==> config.mk <==
export PLATFORM = sky130hd
export DESIGN_NAME = elf_note_build_id_extractor
export DESIGN_NICKNAME = d
export VERILOG_FILES = /design/src/hw/rtl/enbid_pkg.sv /design/src/hw/rtl/enbid_in_stage.sv /design/src/hw/rtl/enbid_parser.sv /design/src/hw/rtl/elf_note_build_id_extractor.sv
export SDC_FILE = /design/constraint.sdc
export NUM_CORES = 1
export LEC_CHECK = 0
export ABC_CLOCK_PERIOD_IN_PS = 6000
export BUFFER_PORTS_ARGS = -buffer_cell sky130_fd_sc_hd__clkbuf_2
export CAP_MARGIN = 40
export CORE_MARGIN = 2
export CORE_UTILIZATION = 45
export CTS_CLUSTER_DIAMETER = 30
export DETAILED_ROUTE_END_ITERATION = 8
export GPL_TIMING_DRIVEN = 0
export PLACE_DENSITY = 0.64
export SYNTH_ARGS = -nofsm -noshare
export SYNTH_HDL_FRONTEND = slang
export SYNTH_SLANG_ARGS = --single-unit
export TNS_END_PERCENT = 1
==> constraint.sdc <==
create_clock -name clk_i -period 6 [get_ports clk_i]
set_clock_uncertainty 0.1 [all_clocks]
set_input_delay 0.6 -clock clk_i [delete_from_list [all_inputs] [get_ports clk_i]]
set_output_delay 0.6 -clock clk_i [all_outputs]
set_load 0.02 [all_outputs]
==> src/hw/rtl/enbid_pkg.sv <==
// ----------------------------------------------------------------------------
// enbid_pkg
// Shared types and status codes of the build-id note extractor.
// ----------------------------------------------------------------------------
package enbid_pkg;

  // One byte of the notes section, with the marker on the final byte.
  typedef struct packed {
    logic [7:0] data_byte;
    logic       end_of_section;
  } enbid_in_t;

  // One result word.
  typedef struct packed {
    logic [7:0] id_byte;
    logic [1:0] status;
    logic       last_of_id;
  } enbid_out_t;

  // Result status codes.
  localparam logic [1:0] StatusId    = 2'd0;
  localparam logic [1:0] StatusEmpty = 2'd1;
  localparam logic [1:0] StatusNone  = 2'd2;

endpackage

==> src/hw/rtl/enbid_in_stage.sv <==
// ----------------------------------------------------------------------------
// enbid_in_stage
// Input register that holds one section byte until the parser takes it.
// ----------------------------------------------------------------------------
module enbid_in_stage
  import enbid_pkg::*;
(
  input  logic      clk_i,
  input  logic      rst_ni,
  input  logic      in_valid_i,
  output logic      in_stall_o,
  input  enbid_in_t in_data_i,
  input  logic      adv_i,
  output logic      vld_o,
  output enbid_in_t data_o
);

  logic      vld_q;
  enbid_in_t data_q;
  logic      load;

  // The register can be refilled when it is empty or drains this cycle.
  assign load       = ~vld_q | adv_i;
  assign in_stall_o = ~load;

  always_ff @(posedge clk_i or negedge rst_ni) begin
    if (!rst_ni) begin
      vld_q <= 1'b0;
    end else if (load) begin
      vld_q <= in_valid_i;
    end
  end

  always_ff @(posedge clk_i) begin
    if (load && in_valid_i) begin
      data_q <= in_data_i;
    end
  end

  assign vld_o  = vld_q;
  assign data_o = data_q;

endmodule

==> src/hw/rtl/enbid_parser.sv <==
// ----------------------------------------------------------------------------
// enbid_parser
// Note walker: header assembly, name check, skip counter and id emission.
// ----------------------------------------------------------------------------
module enbid_parser
  import enbid_pkg::*;
(
  input  logic       clk_i,
  input  logic       rst_ni,
  input  logic       en_i,
  input  enbid_in_t  item_i,
  input  logic       big_endian_i,
  output logic       res_vld_o,
  output enbid_out_t res_o
);

  typedef enum logic [4:0] {
    PhHeader = 5'b00001,
    PhName   = 5'b00010,
    PhSkip   = 5'b00100,
    PhDesc   = 5'b01000,
    PhDone   = 5'b10000
  } phase_e;

  localparam logic [3:0]  LastHdrIdx   = 4'd11;
  localparam logic [31:0] NoteNameSize = 32'd4;
  localparam logic [31:0] NoteTypeId   = 32'd3;

  function automatic logic [31:0] pad4(input logic [31:0] v);
    logic [31:0] s;
    s = v + 32'd3;
    return {s[31:2], 2'b00};
  endfunction

  function automatic logic [7:0] gnu_char(input logic [1:0] k);
    logic [7:0] c;
    case (k)
      2'd0:    c = 8'h47;
      2'd1:    c = 8'h4E;
      2'd2:    c = 8'h55;
      default: c = 8'h00;
    endcase
    return c;
  endfunction

  function automatic logic [31:0] add_byte(input logic [31:0] word, input logic [1:0] pos,
                                           input logic [7:0] b, input logic be);
    logic [31:0] base;
    base = (pos == 2'd0) ? 32'd0 : word;
    if (be) begin
      return {base[23:0], b};
    end
    return base | (32'(b) << {pos, 3'b000});
  endfunction

  phase_e      phase_q, phase_d;
  logic [3:0]  hidx_q, hidx_d;
  logic [31:0] name_len_q, name_len_d;
  logic [31:0] desc_len_q, desc_len_d;
  logic [31:0] kind_q, kind_d;
  logic        name_ok_q, name_ok_d;
  logic [33:0] skip_q, skip_d;
  logic [31:0] desc_rem_q, desc_rem_d;

  logic [33:0] skip_len;
  logic [31:0] dr;
  logic        was_done;
  logic        match;
  logic [7:0]  b;
  logic        eos;

  assign b   = item_i.data_byte;
  assign eos = item_i.end_of_section;

  always_comb begin
    phase_d    = phase_q;
    hidx_d     = hidx_q;
    name_len_d = name_len_q;
    desc_len_d = desc_len_q;
    kind_d     = kind_q;
    name_ok_d  = name_ok_q;
    skip_d     = skip_q;
    desc_rem_d = desc_rem_q;
    res_vld_o  = 1'b0;
    res_o      = '0;
    was_done   = (phase_q == PhDone);
    skip_len   = '0;
    dr         = pad4(desc_len_q);
    match      = name_ok_q & (b == gnu_char(hidx_q[1:0]));

    unique case (phase_q)
      PhHeader: begin
        case (hidx_q[3:2])
          2'd0:    name_len_d = add_byte(name_len_q, hidx_q[1:0], b, big_endian_i);
          2'd1:    desc_len_d = add_byte(desc_len_q, hidx_q[1:0], b, big_endian_i);
          default: kind_d     = add_byte(kind_q, hidx_q[1:0], b, big_endian_i);
        endcase
        hidx_d = hidx_q + 4'd1;
        if (hidx_q == LastHdrIdx) begin
          if (name_len_q == NoteNameSize && kind_d == NoteTypeId) begin
            phase_d   = PhName;
            name_ok_d = 1'b1;
          end else begin
            skip_len = {2'b00, pad4(name_len_q)} + {2'b00, pad4(desc_len_q)};
            if (skip_len == '0) begin
              phase_d = PhHeader;
              hidx_d  = '0;
            end else begin
              phase_d = PhSkip;
              skip_d  = skip_len;
            end
          end
        end
      end
      PhName: begin
        name_ok_d = match;
        hidx_d    = hidx_q + 4'd1;
        if (hidx_q[1:0] == 2'd3) begin
          if (match) begin
            desc_rem_d = (dr == '0) ? '0 : desc_len_q;
            if (desc_rem_d == '0 || eos) begin
              res_vld_o        = 1'b1;
              res_o.status     = StatusEmpty;
              res_o.last_of_id = 1'b1;
              phase_d          = PhDone;
            end else begin
              phase_d = PhDesc;
            end
          end else if (dr == '0) begin
            phase_d = PhHeader;
            hidx_d  = '0;
          end else begin
            phase_d = PhSkip;
            skip_d  = {2'b00, dr};
          end
        end
      end
      PhSkip: begin
        skip_d = skip_q - 34'd1;
        if (skip_d == '0) begin
          phase_d = PhHeader;
          hidx_d  = '0;
        end
      end
      PhDesc: begin
        res_vld_o     = 1'b1;
        res_o.id_byte = b;
        res_o.status  = StatusId;
        desc_rem_d    = desc_rem_q - 32'd1;
        if (desc_rem_d == '0 || eos) begin
          res_o.last_of_id = 1'b1;
          phase_d          = PhDone;
        end
      end
      PhDone: begin
      end
      default: begin
        phase_d    = PhHeader;
        hidx_d     = '0;
        name_len_d = '0;
        desc_len_d = '0;
        kind_d     = '0;
        name_ok_d  = 1'b1;
        skip_d     = '0;
        desc_rem_d = '0;
      end
    endcase

    // Section end: report a missing id if nothing else was said, then restart.
    if (eos) begin
      if (!res_vld_o && !was_done) begin
        res_vld_o        = 1'b1;
        res_o            = '0;
        res_o.status     = StatusNone;
        res_o.last_of_id = 1'b1;
      end
      phase_d    = PhHeader;
      hidx_d     = '0;
      name_len_d = '0;
      desc_len_d = '0;
      kind_d     = '0;
      name_ok_d  = 1'b1;
      skip_d     = '0;
      desc_rem_d = '0;
    end
  end

  always_ff @(posedge clk_i or negedge rst_ni) begin
    if (!rst_ni) begin
      phase_q    <= PhHeader;
      hidx_q     <= '0;
      name_len_q <= '0;
      desc_len_q <= '0;
      kind_q     <= '0;
      name_ok_q  <= 1'b1;
      skip_q     <= '0;
      desc_rem_q <= '0;
    end else if (en_i) begin
      phase_q    <= phase_d;
      hidx_q     <= hidx_d;
      name_len_q <= name_len_d;
      desc_len_q <= desc_len_d;
      kind_q     <= kind_d;
      name_ok_q  <= name_ok_d;
      skip_q     <= skip_d;
      desc_rem_q <= desc_rem_d;
    end
  end

endmodule

==> src/hw/rtl/elf_note_build_id_extractor.sv <==
// ----------------------------------------------------------------------------
// elf_note_build_id_extractor
// Streams an ELF notes section and returns the GNU build id it carries.
// ----------------------------------------------------------------------------
// The input channel carries one section byte per word, with end_of_section set
// on the final byte. The output channel carries build id bytes (status 0),
// a single status 1 word for a matching note with an empty id, or a single
// status 2 word when the section held no id. last_of_id marks the final word
// of a section. Both channels use valid and stall; a word moves on a clock
// edge with valid high and stall low.
// An accepted byte is held in the input register and is parsed on the way
// into the output register, which presents its result on out_data_o. One byte
// is taken every cycle as long as the output side keeps draining; the input
// register and the output register decouple the two ends.
// When the receiver stalls, the result is held. A byte already waiting in the
// input register stays there and in_stall_o rises in the same cycle; an empty
// input register still takes one more byte first.
// Reset clears both registers and the note walker and sets the byte order to
// little endian. The user writes the byte order register through cfg_we_i and
// cfg_wdata_i only while no section is in flight; the block does not check it.
// ----------------------------------------------------------------------------
module elf_note_build_id_extractor
  import enbid_pkg::*;
(
  input  logic       clk_i,
  input  logic       rst_ni,
  input  logic       in_valid_i,
  output logic       in_stall_o,
  input  enbid_in_t  in_data_i,
  output logic       out_valid_o,
  input  logic       out_stall_i,
  output enbid_out_t out_data_o,
  input  logic       cfg_we_i,
  input  logic       cfg_wdata_i
);

  logic       big_endian_q;
  logic       in_vld;
  enbid_in_t  in_item;
  logic       adv;
  logic       res_vld;
  enbid_out_t res;
  logic       out_vld_q;
  enbid_out_t out_data_q;

  // Byte order of the header words.
  always_ff @(posedge clk_i or negedge rst_ni) begin
    if (!rst_ni) begin
      big_endian_q <= 1'b0;
    end else if (cfg_we_i) begin
      big_endian_q <= cfg_wdata_i;
    end
  end

  // A held byte is parsed whenever the output register is free or drains now.
  assign adv = in_vld & (~out_vld_q | ~out_stall_i);

  enbid_in_stage u_in_stage (
    .clk_i      (clk_i),
    .rst_ni     (rst_ni),
    .in_valid_i (in_valid_i),
    .in_stall_o (in_stall_o),
    .in_data_i  (in_data_i),
    .adv_i      (adv),
    .vld_o      (in_vld),
    .data_o     (in_item)
  );

  enbid_parser u_parser (
    .clk_i        (clk_i),
    .rst_ni       (rst_ni),
    .en_i         (adv),
    .item_i       (in_item),
    .big_endian_i (big_endian_q),
    .res_vld_o    (res_vld),
    .res_o        (res)
  );

  // Output register. A parsed byte that gives no result leaves it empty.
  always_ff @(posedge clk_i or negedge rst_ni) begin
    if (!rst_ni) begin
      out_vld_q <= 1'b0;
    end else if (adv) begin
      out_vld_q <= res_vld;
    end else if (!out_stall_i) begin
      out_vld_q <= 1'b0;
    end
  end

  always_ff @(posedge clk_i) begin
    if (adv && res_vld) begin
      out_data_q <= res;
    end
  end

  assign out_valid_o = out_vld_q;
  assign out_data_o  = out_data_q;

`ifndef SYNTHESIS
  // The input side only backs up when the output side is stalled with a word.
  a_stall_cause: assert property (@(posedge clk_i) disable iff (!rst_ni)
    in_stall_o |-> (out_valid_o && out_stall_i && in_vld))
    else $error("input stalled without a stalled output word");

  // Status words are always the final word and carry a zero byte.
  a_status_last: assert property (@(posedge clk_i) disable iff (!rst_ni)
    (out_valid_o && out_data_o.status != StatusId) |->
      (out_data_o.last_of_id && out_data_o.id_byte == 8'd0))
    else $error("status word without last_of_id or with nonzero byte");

  // No undefined status code is ever produced.
  a_status_code: assert property (@(posedge clk_i) disable iff (!rst_ni)
    out_valid_o |-> (out_data_o.status == StatusId || out_data_o.status == StatusEmpty ||
                     out_data_o.status == StatusNone))
    else $error("undefined status code");

  // A word that drains with nothing parsed behind it leaves the output empty.
  a_drain: assert property (@(posedge clk_i) disable iff (!rst_ni)
    (out_valid_o && !out_stall_i && !in_vld) |=> !out_valid_o)
    else $error("output word repeated");
`endif

endmodule
==> reports/metrics.cfg <==
[status]
status=complete, but fails checks
violations=hold timing

[grt]
grt_pass1_vias=14900
grt_max_degree=66
track_usage_pct=31.5
grt_pass1_wl_um=87800
grt_overflow_total=0
grt_antenna_before_repair=0

[clock_tree]
clock_path_buffers=2
h-tree-depth=4
clock_latency_ns=0.47
ctsRootBufferMaster=clkbuf_16
cts_tree=built
cts_hold_buf=0
clk_pin_slew_ns=0.08
cts_buffers=17
numClockSinks=195

[cells_and_area]
final_nets=2116
syn_to_final_growth_pct=13.5
drive_gt1_share_pct=11.4
multi_input_area_mm2=0.0101
seq_area_mm2=0.00500
fill_cells=3305
antenna_cells=0
final_cell_count_no_fill=2530

[power]
p_leak_nw=7.60
ir_worst_vdd_mv=0.484
pwr_density_cell_mw_per_mm2=371

[setup_path]
cp.required_ns=6.25
regToRegSetupSlack_ns=0.009
slowest_delay_ns=0.52
worst-path-buf-inv=3
worst_setup_path_end_kind=register
critical_path.max_fanout=7
timing.rr.start=u_parser.name_len_q[0]
arrival_ns=6.24
reg2reg_depth=26
path_class=reg2reg
r2r_end=u_parser.skip_q[21]
cp_top_family=simple AND/OR/NAND/NOR gates
crit_path_start_kind=register
slowest_stage=or4_4

[place]
hpwl_um=42800
place_congestion=0.944
io_buffer_count=27
dp.cells=2470

[detailed_routing]
route.met3.wl_um=4710
vias=16200
drt.antenna.violating_nets=0
dr_wl_met2_um=25800
drt_first_iter_violations=1913
routedWlPerCell_um=22.8
first_pass_iters=7
top_layer_used=met4
wl_um=57600
met1_length_um=24400
remaining_drc_errors=0
via_per_inst=6.41

[floorplan]
die_y_um=190
die_area_mm2=0.0362
die_w_um=190
row_count=68
initial_utilization_pct=45.4
io_pins=28
fp.coreArea_mm2=0.0344

[sta]
holdWs_ns=-0.0307
fin_crit_sh_pct=99.8
finalHoldViolCount=9
rsz0062_at_grt=true
min_period_ns=5.99
setup_viol=0
fmax_mhz=167
maxSlewHeadroom_pct=35.9
max_slew.worst_pin.slew_ns=0.961
drv_slew=0

[synth]
ys_ff_latch=195
seq_area_frac_synth_pct=31.9
yosysTopAreaCell=dfrtp_1
netlist_instances=1975
yosys.cell_types.count=87
yosys_warnings=0
syn-num-nets=2029
yosys-top-cells-area=dfrtp_1 (28%), nand2_1 (6.0%), o21ai_0 (5.1%)
netlist.area_leader.share_pct=27.7
synth_top_flop_cell=dfrtp_1
async_reset_ff_share_pct=89.7
postSynthAreaPerCell_um2=7.91
synth_edf_count=20
netlist_area_mm2=0.0156

[run]
maxCapViolations=0

[hold_path]
hold_path_class=in2async

==> registers in the layout (all words and copies together), names as in the netlist <==
name / flops
u_parser.hidx_q: 4
out_data_o: 11
u_parser.desc_rem_q: 32
u_parser.skip_q: 34
u_parser.phase_q: 5
u_parser.desc_len_q: 32
big_endian_q: 1
out_valid_o: 1
u_in_stage.data_o: 9
u_parser.name_ok_q: 1
u_in_stage.vld_o: 1
u_parser.name_len_q: 32
u_parser.kind_q: 32
==> layout by cell type, fill, tap and decap left out, types with 14 or more instances in the layout <==
cell       netlist  final
a21o_1          37     37
a21oi_1        119    118
a22o_1          28     28
a22oi_1         41     41
a31oi_1         14     14
and2_1          15     15
and3_1          22     20
buf_1           12     14
buf_4            0     45
clkbuf_1       129    115
clkbuf_16        0     18
clkbuf_2         1     27
dfrtp_1        173    157
dfrtp_2          0     16
edfxtp_1        20     20
ha_1            38     36
inv_1           58     57
mux2_4          14     14
mux2i_1         37     37
nand2_1        251    249
nand3_1         90     85
nand4_1         35     35
nor2_1         147    143
nor2b_1         31     31
nor3_1          57     52
nor4_1          55     52
o21ai_0        159    157
o22ai_1         14     14
o31ai_1         22     21
or3_1           18     18
xnor2_1         83     76
xor2_1          51     45
==> layer usage <==
layer / GRT usage [%] / vias up
met5: 0 / -
met4: 14.2 / 0
met3: 5.01 / 161
met2: 49.2 / 860
met1: 42.9 / 7843
li1: - / 7357
==> what timing repair did <==
| item | in CTS | in global routing |
|---|---|---|
| pin swaps | 15 | 20 |
| resized for setup | 65 | 33 |
| cloned | 0 | 1 |
| setup buffers | 25 | 15 |
| endpoints found under the hold margin | 0 | 0 |
| setup endpoints to repair | 39 | 42 |
==> final cells by class <==
cell class | instances | area share [%]
sequential | 195 | 28.2
clock buffer | 20 | 2.60
multi-input combinational | 1564 | 57.1
buffer | 144 | 3.51
inverter | 59 | 1.25
timing repair buffer | 81 | 3.40
clock inverter | 12 | 0.734
tap | 455 | 3.21
==> how the worst max path moves through the flow <==
stage | end | slack (ns) | depth (start not counted) | from
after floorplan | u_parser.skip_q[10] | 0.08 | 26 | u_parser.name_len_q[7]
after global placement | u_parser.skip_q[3] | -1.10 | 25 | u_parser.name_len_q[7]
after detailed placement | u_parser.skip_q[12] | -1.08 | 26 | u_parser.name_len_q[7]
after CTS | u_parser.skip_q[19] | 0.02 | 27 | u_parser.name_len_q[2]
after global routing | u_parser.skip_q[21] | -0.18 | 27 | u_parser.name_len_q[0]
final | u_parser.skip_q[21] | 0.009 | 26 | u_parser.name_len_q[0]
==> cells by family (layout without fill, tap and decap cells) <==
group                    Yosys count  count (layout)  synth area share [%]
flip-flops                       195             195                  31.9
adder cells (fa/ha/maj)           39              39                  3.17
XOR/XNOR                         134             134                  7.51
AND/OR/NAND/NOR                  789             789                  24.8
buffers and inverters            216             316                  5.40
AO/OA/AOI/OAI                    541             541                  22.8
multiplexers                      61              61                  4.44
==> Yosys cell counts, types with 6 or more instances <==
library cell  instances
a211oi_1              8
nand3_1              90
o21ai_0             159
nor2_1              147
or4_1                12
a31oi_1              14
nand2_1             251
clkbuf_1            129
a221o_1               6
or3_1                18
a222oi_1             12
edfxtp_1             20
a21oi_1             119
a21o_1               37
inv_1                58
ha_1                 38
and2_1               15
and3_1               22
nor3b_1              12
nand2b_1             11
mux2i_1              37
a22o_1               28
a22oi_1              41
nor4_1               55
or2_2                 7
nor2b_1              31
xnor2_1              83
xor2_1               51
o21a_1                7
mux2_2               10
o22ai_1              14
nand4_1              35
dfrtp_1             173
mux2_4               14
o221ai_1              9
buf_2                13
nor3_1               57
o31ai_1              22
buf_1                12
==> power breakdown <==
| part | internal [W] | switching (W) | leakage (nW) |
|---|---|---|---|
| clock network | 0.000641 | 0.000557 | 0.290 |
| registers | 0.00147 | 0.000169 | 2.59 |
| logic | 0.00135 | 0.00239 | 4.72 |
| total | 0.00346 | 0.00312 | 7.60 |
==> worst reg2reg max path: stages, from the launching register on <==
cell	delay, ns
dfrtp_1	0.36
buf_6	0.13
o211ai_1	0.18
nor4_4	0.39
and3_4	0.25
nand3_4	0.10
nor2_4	0.15
nand4_1	0.14
nor2_2	0.22
nand3_2	0.13
nor2_4	0.18
nand2_2	0.09
xnor2_2	0.25
ha_4	0.24
nor2b_1	0.12
o21ai_0	0.14
nand2_1	0.09
or4_4	0.43
nand4bb_1	0.22
nor4bb_1	0.33
nand4b_1	0.13
or4_4	0.52
o41ai_4	0.23
buf_6	0.18
a21oi_4	0.10
clkbuf_16	0.19
mux2_4	0.29
==> metrics by stage <==
step / utilization (%) / power, W / area (µm²) / TNS (ns) / setup WS, ns
after floorplan: - / 0.00395 / 15600 / 0 / 0.0788
after CTS: 50.8 / 0.00631 / 17500 / 0 / 0.0191
final: 51.6 / 0.00658 / 17700 / 0 / 0.00922
after global routing: 51.6 / 0.00688 / 17700 / -3.51 / -0.180
after detailed placement: 47.9 / 0.00498 / 16500 / -34.86 / -1.08
after global placement: 47.5 / 0.00489 / 16300 / -36.62 / -1.10
(Power assumes the default switching activity.)
